--- src/sv/drbtq_pkg.sv ---
package drbtq_pkg;

    localparam int CMD_W     = 2;
    localparam int CORE_W    = 6;
    localparam int OFFSET_W  = 14;
    localparam int TAG_W     = 5;
    localparam int ROW_W     = 10;
    localparam int PHASE_W   = 3;
    localparam int DELAY_W   = 8;
    localparam int ROW_CNT_W = DELAY_W + 1;

    // Address map: partition per core, fixed row length
    localparam int PARTITION_WORDS = 16384;
    localparam int ROW_WORDS       = 1024;
    localparam int ADDR_W          = 22;

    localparam logic [CMD_W-1:0] CMD_APPEND = 2'd1;
    localparam logic [CMD_W-1:0] CMD_INSERT = 2'd2;

    localparam logic [PHASE_W-1:0] PH_IDLE       = 3'd0;
    localparam logic [PHASE_W-1:0] PH_WRITE_BACK = 3'd1;
    localparam logic [PHASE_W-1:0] PH_ROW_LOAD   = 3'd2;
    localparam logic [PHASE_W-1:0] PH_COLUMN     = 3'd3;
    localparam logic [PHASE_W-1:0] PH_DONE       = 3'd4;

    localparam logic CFG_ROW_DELAY    = 1'b0;
    localparam logic CFG_COLUMN_DELAY = 1'b1;

    localparam logic [DELAY_W-1:0] ROW_DELAY_RESET    = 8'd10;
    localparam logic [DELAY_W-1:0] COLUMN_DELAY_RESET = 8'd2;

    typedef struct packed {
        logic [CORE_W-1:0]   core;
        logic [OFFSET_W-1:0] offset;
        logic                is_store;
        logic [TAG_W-1:0]    tag;
    } req_t;

    // Controller to datapath, all qualified by take
    typedef struct packed {
        logic               take;
        logic               push;
        logic               push_front;
        logic               pop;
        logic               open_new;
        logic               save_prev;
        logic               drop;
        logic [PHASE_W-1:0] phase;
    } dp_cmd_t;

    typedef struct packed {
        logic empty;
        logic full;
        logic row_hit;
    } dp_stat_t;

    function automatic logic [ADDR_W-1:0] req_addr(req_t r);
        return ADDR_W'(r.core) * ADDR_W'(PARTITION_WORDS) + ADDR_W'(r.offset);
    endfunction

    function automatic logic [ROW_W-1:0] req_row(req_t r);
        logic [ADDR_W-1:0] a;
        a = req_addr(r);
        return ROW_W'(a / ROW_WORDS);
    endfunction

    function automatic logic [ROW_W-1:0] req_col(req_t r);
        logic [ADDR_W-1:0] a;
        a = req_addr(r);
        return ROW_W'(a % ROW_WORDS);
    endfunction

endpackage

--- src/sv/dram_row_buffer_timing_queue.sv ---
// Latency: the result of a tick is shown in the cycle after its transfer in.
// Throughput: one tick per cycle; in_stall rises only while a shown result is
// held by out_stall.
// Reset clears the queue count, the wait counters and the row buffer state,
// and loads row_delay 10 and column_delay 2; queue entries are not cleared.
module dram_row_buffer_timing_queue #(
    parameter int QUEUE_DEPTH = 16
) (
    input  logic                           clk,
    input  logic                           rst_n,
    input  logic                           in_valid,
    output logic                           in_stall,
    input  logic [drbtq_pkg::CMD_W-1:0]    cmd,
    input  logic [drbtq_pkg::CORE_W-1:0]   req_core,
    input  logic [drbtq_pkg::OFFSET_W-1:0] req_offset,
    input  logic                           req_is_store,
    input  logic [drbtq_pkg::TAG_W-1:0]    req_tag,
    output logic                           out_valid,
    input  logic                           out_stall,
    output logic [drbtq_pkg::PHASE_W-1:0]  phase,
    output logic [drbtq_pkg::ROW_W-1:0]    shown_row,
    output logic [drbtq_pkg::ROW_W-1:0]    shown_column,
    output logic [drbtq_pkg::CORE_W-1:0]   done_core,
    output logic [drbtq_pkg::OFFSET_W-1:0] done_offset,
    output logic                           done_is_store,
    output logic [drbtq_pkg::TAG_W-1:0]    done_tag,
    output logic                           dropped,
    output logic                           queue_busy,
    input  logic                           cfg_write,
    input  logic                           cfg_index,
    input  logic [drbtq_pkg::DELAY_W-1:0]  cfg_data
);
    import drbtq_pkg::*;

    dp_cmd_t  ctl;
    dp_stat_t stat;
    req_t     new_req;

    assign new_req.core     = req_core;
    assign new_req.offset   = req_offset;
    assign new_req.is_store = req_is_store;
    assign new_req.tag      = req_tag;

    drbtq_ctrl u_ctrl (
        .clk       (clk),
        .rst_n     (rst_n),
        .in_valid  (in_valid),
        .in_stall  (in_stall),
        .cmd       (cmd),
        .out_valid (out_valid),
        .out_stall (out_stall),
        .cfg_write (cfg_write),
        .cfg_index (cfg_index),
        .cfg_data  (cfg_data),
        .stat      (stat),
        .ctl       (ctl)
    );

    drbtq_dp #(
        .QUEUE_DEPTH (QUEUE_DEPTH)
    ) u_dp (
        .clk           (clk),
        .rst_n         (rst_n),
        .ctl           (ctl),
        .stat          (stat),
        .new_req       (new_req),
        .phase         (phase),
        .shown_row     (shown_row),
        .shown_column  (shown_column),
        .done_core     (done_core),
        .done_offset   (done_offset),
        .done_is_store (done_is_store),
        .done_tag      (done_tag),
        .dropped       (dropped),
        .queue_busy    (queue_busy)
    );

endmodule

--- src/sv/drbtq_dp.sv ---
module drbtq_dp #(
    parameter int QUEUE_DEPTH = 16
) (
    input  logic                          clk,
    input  logic                          rst_n,
    input  drbtq_pkg::dp_cmd_t            ctl,
    output drbtq_pkg::dp_stat_t           stat,
    input  drbtq_pkg::req_t               new_req,
    output logic [drbtq_pkg::PHASE_W-1:0] phase,
    output logic [drbtq_pkg::ROW_W-1:0]   shown_row,
    output logic [drbtq_pkg::ROW_W-1:0]   shown_column,
    output logic [drbtq_pkg::CORE_W-1:0]  done_core,
    output logic [drbtq_pkg::OFFSET_W-1:0] done_offset,
    output logic                          done_is_store,
    output logic [drbtq_pkg::TAG_W-1:0]   done_tag,
    output logic                          dropped,
    output logic                          queue_busy
);
    import drbtq_pkg::*;

    localparam int CNT_W = $clog2(QUEUE_DEPTH + 1);

    req_t             q_reg  [QUEUE_DEPTH];
    req_t             q_add  [QUEUE_DEPTH];
    req_t             q_next [QUEUE_DEPTH];
    logic [CNT_W-1:0] count_reg, count_next;
    logic [ROW_W-1:0] open_row_reg, open_row_next;
    logic [ROW_W-1:0] prev_row_reg, prev_row_next;
    req_t             head;
    logic [ROW_W-1:0] head_row, head_col;

    logic [PHASE_W-1:0] phase_reg;
    logic [ROW_W-1:0]   shown_row_reg, shown_column_reg;
    req_t               done_reg;
    logic               dropped_reg, busy_reg;

    // Head as seen after this tick's enqueue
    assign head     = (count_reg == '0) ? new_req : q_reg[0];
    assign head_row = req_row(head);
    assign head_col = req_col(head);

    assign stat.empty   = (count_reg == '0);
    assign stat.full    = (count_reg == CNT_W'(QUEUE_DEPTH));
    assign stat.row_hit = (head_row == open_row_reg);

    always_comb
    begin
        for (int i = 0; i < QUEUE_DEPTH; i++)
        begin
            q_add[i] = q_reg[i];
            if (ctl.push)
            begin
                if (ctl.push_front)
                begin
                    // open a gap behind the head
                    if (i == 1)
                        q_add[i] = new_req;
                    else if (i > 1 && CNT_W'(i) <= count_reg)
                        q_add[i] = q_reg[(i > 0) ? i - 1 : 0];
                end
                else if (CNT_W'(i) == count_reg)
                begin
                    q_add[i] = new_req;
                end
            end
        end
        for (int i = 0; i < QUEUE_DEPTH; i++)
        begin
            q_next[i] = ctl.pop ? q_add[(i < QUEUE_DEPTH - 1) ? i + 1 : i] : q_add[i];
        end
    end

    assign count_next    = count_reg + CNT_W'(ctl.push) - CNT_W'(ctl.pop);
    assign open_row_next = ctl.open_new ? head_row : open_row_reg;
    assign prev_row_next = ctl.save_prev ? open_row_reg : prev_row_reg;

    always_ff @(posedge clk)
    begin
        if (ctl.take)
        begin
            for (int i = 0; i < QUEUE_DEPTH; i++)
                q_reg[i] <= q_next[i];
        end
    end

    always_ff @(posedge clk or negedge rst_n)
    begin
        if (!rst_n)
        begin
            count_reg    <= '0;
            open_row_reg <= '0;
            prev_row_reg <= '0;
        end
        else if (ctl.take)
        begin
            count_reg    <= count_next;
            open_row_reg <= open_row_next;
            prev_row_reg <= prev_row_next;
        end
    end

    always_ff @(posedge clk)
    begin
        if (ctl.take)
        begin
            phase_reg        <= ctl.phase;
            dropped_reg      <= ctl.drop;
            busy_reg         <= (count_next != '0);
            shown_row_reg    <= '0;
            shown_column_reg <= '0;
            done_reg         <= '0;
            case (ctl.phase)
                PH_WRITE_BACK: shown_row_reg <= prev_row_next;
                PH_ROW_LOAD:   shown_row_reg <= open_row_next;
                PH_COLUMN:     shown_column_reg <= head_col;
                PH_DONE:
                begin
                    shown_column_reg <= head_col;
                    done_reg         <= head;
                end
                default: ;
            endcase
        end
    end

    assign phase         = phase_reg;
    assign shown_row     = shown_row_reg;
    assign shown_column  = shown_column_reg;
    assign done_core     = done_reg.core;
    assign done_offset   = done_reg.offset;
    assign done_is_store = done_reg.is_store;
    assign done_tag      = done_reg.tag;
    assign dropped       = dropped_reg;
    assign queue_busy    = busy_reg;

endmodule

--- src/sv/drbtq_ctrl.sv ---
module drbtq_ctrl (
    input  logic                          clk,
    input  logic                          rst_n,
    input  logic                          in_valid,
    output logic                          in_stall,
    input  logic [drbtq_pkg::CMD_W-1:0]   cmd,
    output logic                          out_valid,
    input  logic                          out_stall,
    input  logic                          cfg_write,
    input  logic                          cfg_index,
    input  logic [drbtq_pkg::DELAY_W-1:0] cfg_data,
    input  drbtq_pkg::dp_stat_t           stat,
    output drbtq_pkg::dp_cmd_t            ctl
);
    import drbtq_pkg::*;

    localparam logic ST_EMPTY = 1'b0;
    localparam logic ST_FULL  = 1'b1;

    logic                 state_reg, state_next;
    logic [DELAY_W-1:0]   row_delay_reg, column_delay_reg;
    logic [ROW_CNT_W-1:0] row_left_reg, row_left_next, row_left_mid;
    logic [DELAY_W-1:0]   col_wait_reg, col_wait_next, col_wait_mid, col_wait_dec;
    logic                 row_open_reg, row_open_next;
    logic [DELAY_W-1:0]   col_delay_eff;
    logic                 take, is_req, has_head;

    assign in_stall      = (state_reg == ST_FULL) && out_stall;
    assign out_valid     = (state_reg == ST_FULL);
    assign take          = in_valid && !in_stall;
    assign is_req        = (cmd == CMD_APPEND) || (cmd == CMD_INSERT);
    assign col_delay_eff = (column_delay_reg == '0) ? DELAY_W'(1) : column_delay_reg;

    always_comb
    begin
        ctl           = '0;
        ctl.phase     = PH_IDLE;
        has_head      = 1'b0;
        row_left_mid  = row_left_reg;
        col_wait_mid  = col_wait_reg;
        col_wait_dec  = col_wait_reg;
        row_left_next = row_left_reg;
        col_wait_next = col_wait_reg;
        row_open_next = row_open_reg;
        if (take)
        begin
            ctl.take       = 1'b1;
            ctl.drop       = is_req && stat.full;
            ctl.push       = is_req && !stat.full;
            ctl.push_front = ctl.push && (cmd == CMD_INSERT) && !stat.empty;
            has_head       = !stat.empty || ctl.push;
            if (has_head)
            begin
                // start timing a fresh head request
                if (row_left_reg == '0 && col_wait_reg == '0)
                begin
                    if (!row_open_reg)
                    begin
                        ctl.open_new  = 1'b1;
                        row_open_next = 1'b1;
                        row_left_mid  = {1'b0, row_delay_reg};
                    end
                    else if (stat.row_hit)
                    begin
                        row_left_mid = '0;
                    end
                    else
                    begin
                        ctl.save_prev = 1'b1;
                        ctl.open_new  = 1'b1;
                        row_left_mid  = {row_delay_reg, 1'b0};
                    end
                    col_wait_mid = col_delay_eff;
                end
                row_left_next = row_left_mid;
                col_wait_next = col_wait_mid;
                if (row_left_mid > {1'b0, row_delay_reg})
                begin
                    row_left_next = row_left_mid - 1'b1;
                    ctl.phase     = PH_WRITE_BACK;
                end
                else if (row_left_mid != '0)
                begin
                    row_left_next = row_left_mid - 1'b1;
                    ctl.phase     = PH_ROW_LOAD;
                end
                else
                begin
                    col_wait_dec  = (col_wait_mid != '0) ? col_wait_mid - 1'b1 : col_wait_mid;
                    col_wait_next = col_wait_dec;
                    if (col_wait_dec == '0)
                    begin
                        ctl.phase = PH_DONE;
                        ctl.pop   = 1'b1;
                    end
                    else
                    begin
                        ctl.phase = PH_COLUMN;
                    end
                end
            end
        end
    end

    always_comb
    begin
        state_next = state_reg;
        case (state_reg)
            ST_EMPTY:
                if (take)
                    state_next = ST_FULL;
            ST_FULL:
                if (take)
                    state_next = ST_FULL;
                else if (!out_stall)
                    state_next = ST_EMPTY;
            default: state_next = ST_EMPTY;
        endcase
    end

    always_ff @(posedge clk or negedge rst_n)
    begin
        if (!rst_n)
        begin
            state_reg        <= ST_EMPTY;
            row_left_reg     <= '0;
            col_wait_reg     <= '0;
            row_open_reg     <= 1'b0;
            row_delay_reg    <= ROW_DELAY_RESET;
            column_delay_reg <= COLUMN_DELAY_RESET;
        end
        else
        begin
            state_reg    <= state_next;
            row_left_reg <= row_left_next;
            col_wait_reg <= col_wait_next;
            row_open_reg <= row_open_next;
            if (cfg_write)
            begin
                case (cfg_index)
                    CFG_ROW_DELAY:    row_delay_reg    <= cfg_data;
                    CFG_COLUMN_DELAY: column_delay_reg <= cfg_data;
                    default: ;
                endcase
            end
        end
    end

endmodule

--- config.mk ---
export PLATFORM = sky130hd
export DESIGN_NAME = dram_row_buffer_timing_queue
export DESIGN_NICKNAME = d
export VERILOG_FILES = /design/src/sv/drbtq_pkg.sv /design/src/sv/dram_row_buffer_timing_queue.sv /design/src/sv/drbtq_dp.sv /design/src/sv/drbtq_ctrl.sv
export SDC_FILE = /design/constraint.sdc
export NUM_CORES = 2
export LEC_CHECK = 0
export ABC_CLOCK_PERIOD_IN_PS = 25600
export BUFFER_PORTS_ARGS = -buffer_cell sky130_fd_sc_hd__buf_2
export CAP_MARGIN = 20
export CORE_MARGIN = 5
export CORE_UTILIZATION = 39
export CTS_CLUSTER_SIZE = 8
export DETAILED_ROUTE_END_ITERATION = 10
export PLACE_DENSITY_LB_ADDON = 0.08
export SYNTH_ARGS = -nofsm -noshare
export SYNTH_HDL_FRONTEND = slang
export SYNTH_SLANG_ARGS = --single-unit
--- constraint.sdc ---
create_clock -name clk -period 25.6 [get_ports clk]
set_input_delay 5.12 -clock clk [delete_from_list [all_inputs] [get_ports clk]]
set_output_delay 5.12 -clock clk [all_outputs]
set_load 0.02 [all_outputs]
==> Word-level counts from Yosys, hierarchy flattened <==
Memory sizes are Yosys's and may differ from the RTL's.
Cells that the tools add are included.
W data, S select, Z words.
{ "totals": {"reg_bits": 111, "ram_bits": 416, "out_inout_bits": 53, "memories": 1} }
{ "op_classes": {"n_addsub": 5, "order_cmp": 15, "eq_ne": 23, "n_mux": 113, "bitwise": 2, "reduce_logical": 25} }
{ "memory_table": {"columns": ["memory", "depth", "width", "read_ports", "rd_ports_with_merged_regs", "write_ports", "line", "source"], "rows": [
  ["u_dp.q_reg", 16, 26, 16, 0, 16, "drbtq_dp.sv:23", "req_t q_reg [QUEUE_DEPTH];"]
]} }
{ "op_table": {"columns": ["op", "n"], "rows": [
  ["$mux W26", 77],
  ["$mux W9", 7],
  ["$mux W8", 7],
  ["$eq A4 B5 Y1 const A", 8],
  ["$le A4 B5 Y1 const A", 8],
  ["$mux W10", 3],
  ["$logic_not A8 Y1", 3],
  ["$add A20 B14 Y20", 1],
  ["$eq A3 B5 Y1 const A", 4],
  ["$le A3 B5 Y1 const A", 4],
  ["$pmux W10 S2", 1],
  ["$mux W3", 5],
  ["$eq A10 B10 Y1", 1],
  ["$eq A2 B5 Y1 const A", 2],
  ["$le A2 B5 Y1 const A", 2],
  ["$mux W1", 10],
  ["$gt A9 B8 Y1", 1],
  ["$logic_not A9 Y1", 1],
  ["$reduce_bool A9 Y1", 1],
  ["$sub A9 B1 Y9 const B", 1],
  ["$reduce_bool A8 Y1", 1],
  ["$sub A8 B1 Y8 const B", 1],
  ["$logic_and A1 B1 Y1", 7],
  ["$eq A3 B2 Y1 const B", 2],
  ["18 further kinds", 25]
]} }

==> Depth between registers and ports, before layout <==
{ "depth": {"depth_word": 17, "ltp_mapped": 32, "ltp_nobuf": 27} }

==> Cells and area by module <==
From an unflattened synthesis, not the netlist that was laid out.
{ "hier_totals": {"cells_unflattened": 3189, "hier_area_um2": 32725.1} }
{ "modules_own_cells": {"columns": ["module", "instances", "cells_per_inst", "area_per_inst_um2"], "rows": [
  ["drbtq_dp", 1, 2906, 30140.2],
  ["drbtq_ctrl", 1, 283, 2585.0]
]} }

==> Worst setup path after synthesis <==
Ideal clock, no wire load.
{ "synth_path": {"kind": "input to register", "from": "input in_valid", "to": "register u_dp.count_reg[1]", "setup_ns": 0.533, "t_arrival_ns": 17.966, "t_required_ns": 25.067, "path_slack_ns": 7.101, "path_stages": 16, "n_path_buf": 4, "path_cell_list": "a21bo_2 > clkbuf_1 > inv_1 > nand2_1 > nor3b_1 > or4b_1 > buf_2 > clkinv_2 > buf_2 > buf_2 > ha_1 > inv_1 > ha_1 > fa_1 > nand2_1 > o21ai_0"} }
{ "synth_lines": {"columns": ["element", "line", "source"], "rows": [
  ["from (decl)", "dram_row_buffer_timing_queue.sv:11", "input logic in_valid,"],
  ["to (signal assigned)", "drbtq_dp.sv:96", "count_reg <= count_next;"],
  ["to (decl)", "drbtq_dp.sv:26", "logic [CNT_W-1:0] count_reg, count_next;"]
]} }

==> summary.txt <==
Synth
  • Post-synth top area share: 0.474
  • Synth warnings: 0
  • Simple-Gate Fraction of Synth Area: 0.145
  • Total nets after synthesis: 3000
  • Main combinational cell family by area after synthesis: compound AO/OA/AOI/OAI gates
  • Synthesis-stage register bit count: 527
  • Synth area leader: edfxtp_1
  • Distinct cell type count after synthesis: 77
  • Complex-gate fraction of the synthesized area: 0.217
  • Synth area leaders: edfxtp_1 (47%), nor2_1 (6.0%), dfrtp_1 (4.8%)
  • Post-synth top cells: nor2_1 (471), edfxtp_1 (467), nand2_1 (325)
  • Post-synthesis xor/xnor area fraction: 0.00415
  • Mean post-synth cell area: 10.1 um^2
  • Adder-Cell Fraction of Synth Area: 0.0121
  • Synth Flop Type: edfxtp_1
  • Syn Std Cell Area: 29600 um^2
  • Most numerous cell in the Yosys netlist: nor2_1
  • Mux cell area share after synthesis: 0.0556
  • Share of synthesized registers carrying an async set or reset: 0.114
  • Post-synth EDFFs: 467
  • Post-Synthesis Cells: 2930
  • Register area share after synthesis: 0.525

Clock tree
  • # Post-CTS Setup Buffers: 0
  • TritonCTS buffer count: 77
  • CTS tree: done
  • TritonCTS Sinks: 527
  • Hold buffers post-CTS: 0
  • Clk pin slew, worst setup/hold paths: 0.05 ns
  • H-tree depth: 3
  • CTS root buf: clkbuf_16
  • Clk Latency, worst-skew pair: 0.62 ns
  • PostCTS Resize Cnt: 0
  • Longest Clk Path Bufs: 3

STA
  • Worst slew pin tran: 1.20 ns
  • Unrepaired setup endpoints after global routing: no
  • Fmax: 88.1 MHz
  • Slew HR: 0.202
  • Setup violators final: 0
  • Final hold vios: 0
  • Fin Hold WS: 0.495 ns
  • Setup_tns: 0 ns
  • Slew Limit Fails: 0
  • Worst Skew: 0.0255 ns
  • Period utilisation layout: 0.443
  • Minimum clock period: 11.35 ns

Setup path
  • Worst setup EP type: flop
  • Reg2reg end: u_dp.q_reg[7][4]
  • Crit path DAT: 11.64 ns
  • Capture point of the worst path: u_dp.q_reg[7][4]
  • CP Launch Type: input port
  • R2r startpoint: u_dp.count_reg[2]
  • Critical Path Fanout Max: 95
  • Critical setup path kind: input port to flop
  • R2R depth: 22
  • Crit path launch: req_core[0]
  • Reg2reg setup slack: 17.32 ns
  • Required time worst endpoint: 25.89 ns

Layout
  • Max FFs per register: 416
  • Nets: 2993
  • Area delta synth->final: 12.1%
  • Final non-filler cell area: 33200 um^2
  • Final Non-Filler Cells: 3933
  • Antenna diode count: 0
  • Layout cells sized above 1: 0.119

Status
  • Status: completed

Power and ir drop
  • PD cells: 81.6 nW/um^2
  • Total power: 2.71 mW
  • LEAKAGE: 12.1 nW
  • Peak VDD IR: 0.0460 mV

Placement
  • Placed Cells: 3819
  • RePlAce Congestion: 0.832
  • Port Buffers: 94
  • Placed Area: 30900 um^2
  • Final HPWL DP: 66900 um

Die
  • Die ar.: 81400 um^2
  • Starting Density: 0.391
  • Rows: 101
  • Die Ht: 285 um
  • Core Region: 75600 um^2
  • Die Wd: 285 um
  • I/O pin count: 95

Min path
  • Worst hold start: u_dp.prev_row_reg[4]
  • Type of the worst min-delay path: flop to flop

Routing
  • Drt wl/cell: 27.2 um
  • Via count: 25200
  • Drt drc: 0
  • 1st-pass router iterations: 9
  • DRT Wirelength: 107000 um
  • Remaining antenna violation count: 0
  • Routed vias/inst: 6.40
  • DRT iter0 DRCs: 3326

Global route
  • Total gr overflow: 0
  • Vias in the first global route: 24300
  • Initial antenna violation count: 1
  • Total track usage: 0.251
  • First-pass GRT wire length: 159000 um
  • Pin count of the biggest net entering global routing: 133

Run
  • Number of max-cap violations: 0
-- per-layer routing --
layer	up-vias	global-route usage	wire length [um]
met5	-	0	7
met4	2	0.0811	3480
met3	201	0.0390	9060
met2	1276	0.389	47400
met1	12400	0.362	47000
li1	11300	-	-
-- layout by cell type, fill, tap and decap left out, types with 29 or more instances in the layout --
cell type,instances
inv_1,42
a22oi_1,139
o21ai_0,98
mux2_2,46
a221o_1,53
a222oi_1,104
buf_4,62
dfrtp_1,57
a31oi_1,67
and3_1,41
buf_2,94
edfxtp_1,467
mux2i_1,111
a22o_1,40
nand3_1,29
nand2_1,322
clkbuf_16,77
nor2_1,462
a21oi_1,250
or3_1,37
-- logic make-up (layout without fill, tap and decap cells) --
kind of cell    after synthesis  after routing
compound gates              904            904
simple gates               1007           1007
mux                         158            158
flops                       527            527
buf+inv                     292            317
xor+xnor                     14             14
fa+ha+maj                    28             28
-- worst min path at each step --
stage                     cells past startpoint  slack (ns)                    to
after floorplan                               2        0.46  u_dp.prev_row_reg[9]
after global placement                        1        0.48  u_dp.prev_row_reg[5]
after detailed placement                      1        0.48  u_dp.prev_row_reg[4]
after CTS                                     1        0.50  u_dp.prev_row_reg[4]
after global routing                          1        0.51  u_dp.prev_row_reg[7]
final                                         1        0.50  u_dp.prev_row_reg[4]
-- cell type report --
| class | count | area [um^2] |
|---|---|---|
| clock buffer | 100 | 2020 |
| clock inverter | 11 | 124 |
| fill | 7230 | 42400 |
| inverter | 45 | 189 |
| multi-input combinational | 2111 | 13000 |
| sequential | 527 | 15500 |
| tap | 978 | 1220 |
| timing repair buffer | 161 | 1050 |
-- power breakdown --
part | internal [mW] | switching, mW
registers | 1.05 | 0.0746
clock network | 0.550 | 0.388
logic | 0.226 | 0.415
-- critical path, stage by stage --
cell	delay (ns)
buf_2	0.34
xnor2_1	0.16
o21ai_0	0.11
a221oi_1	0.37
and4_1	0.28
a211oi_1	0.09
buf_4	0.19
a221o_1	0.40
ha_1	0.33
o21a_1	0.13
o211ai_1	0.08
a211o_1	0.32
nand2b_1	0.10
nor3b_1	0.05
buf_4	0.19
or4b_4	0.42
buf_4	0.77
buf_4	0.84
buf_4	0.92
a31oi_1	0.20
-- through the flow --
stage | utilization | setup WS [ns]
global placement | 0.409 | 13.86
detailed placement | 0.409 | 13.79
global route | 0.439 | 13.97
CTS | 0.438 | 14.41
finish | 0.439 | 14.25
floorplan | - | 7.10
(Power assumes the default switching activity.)
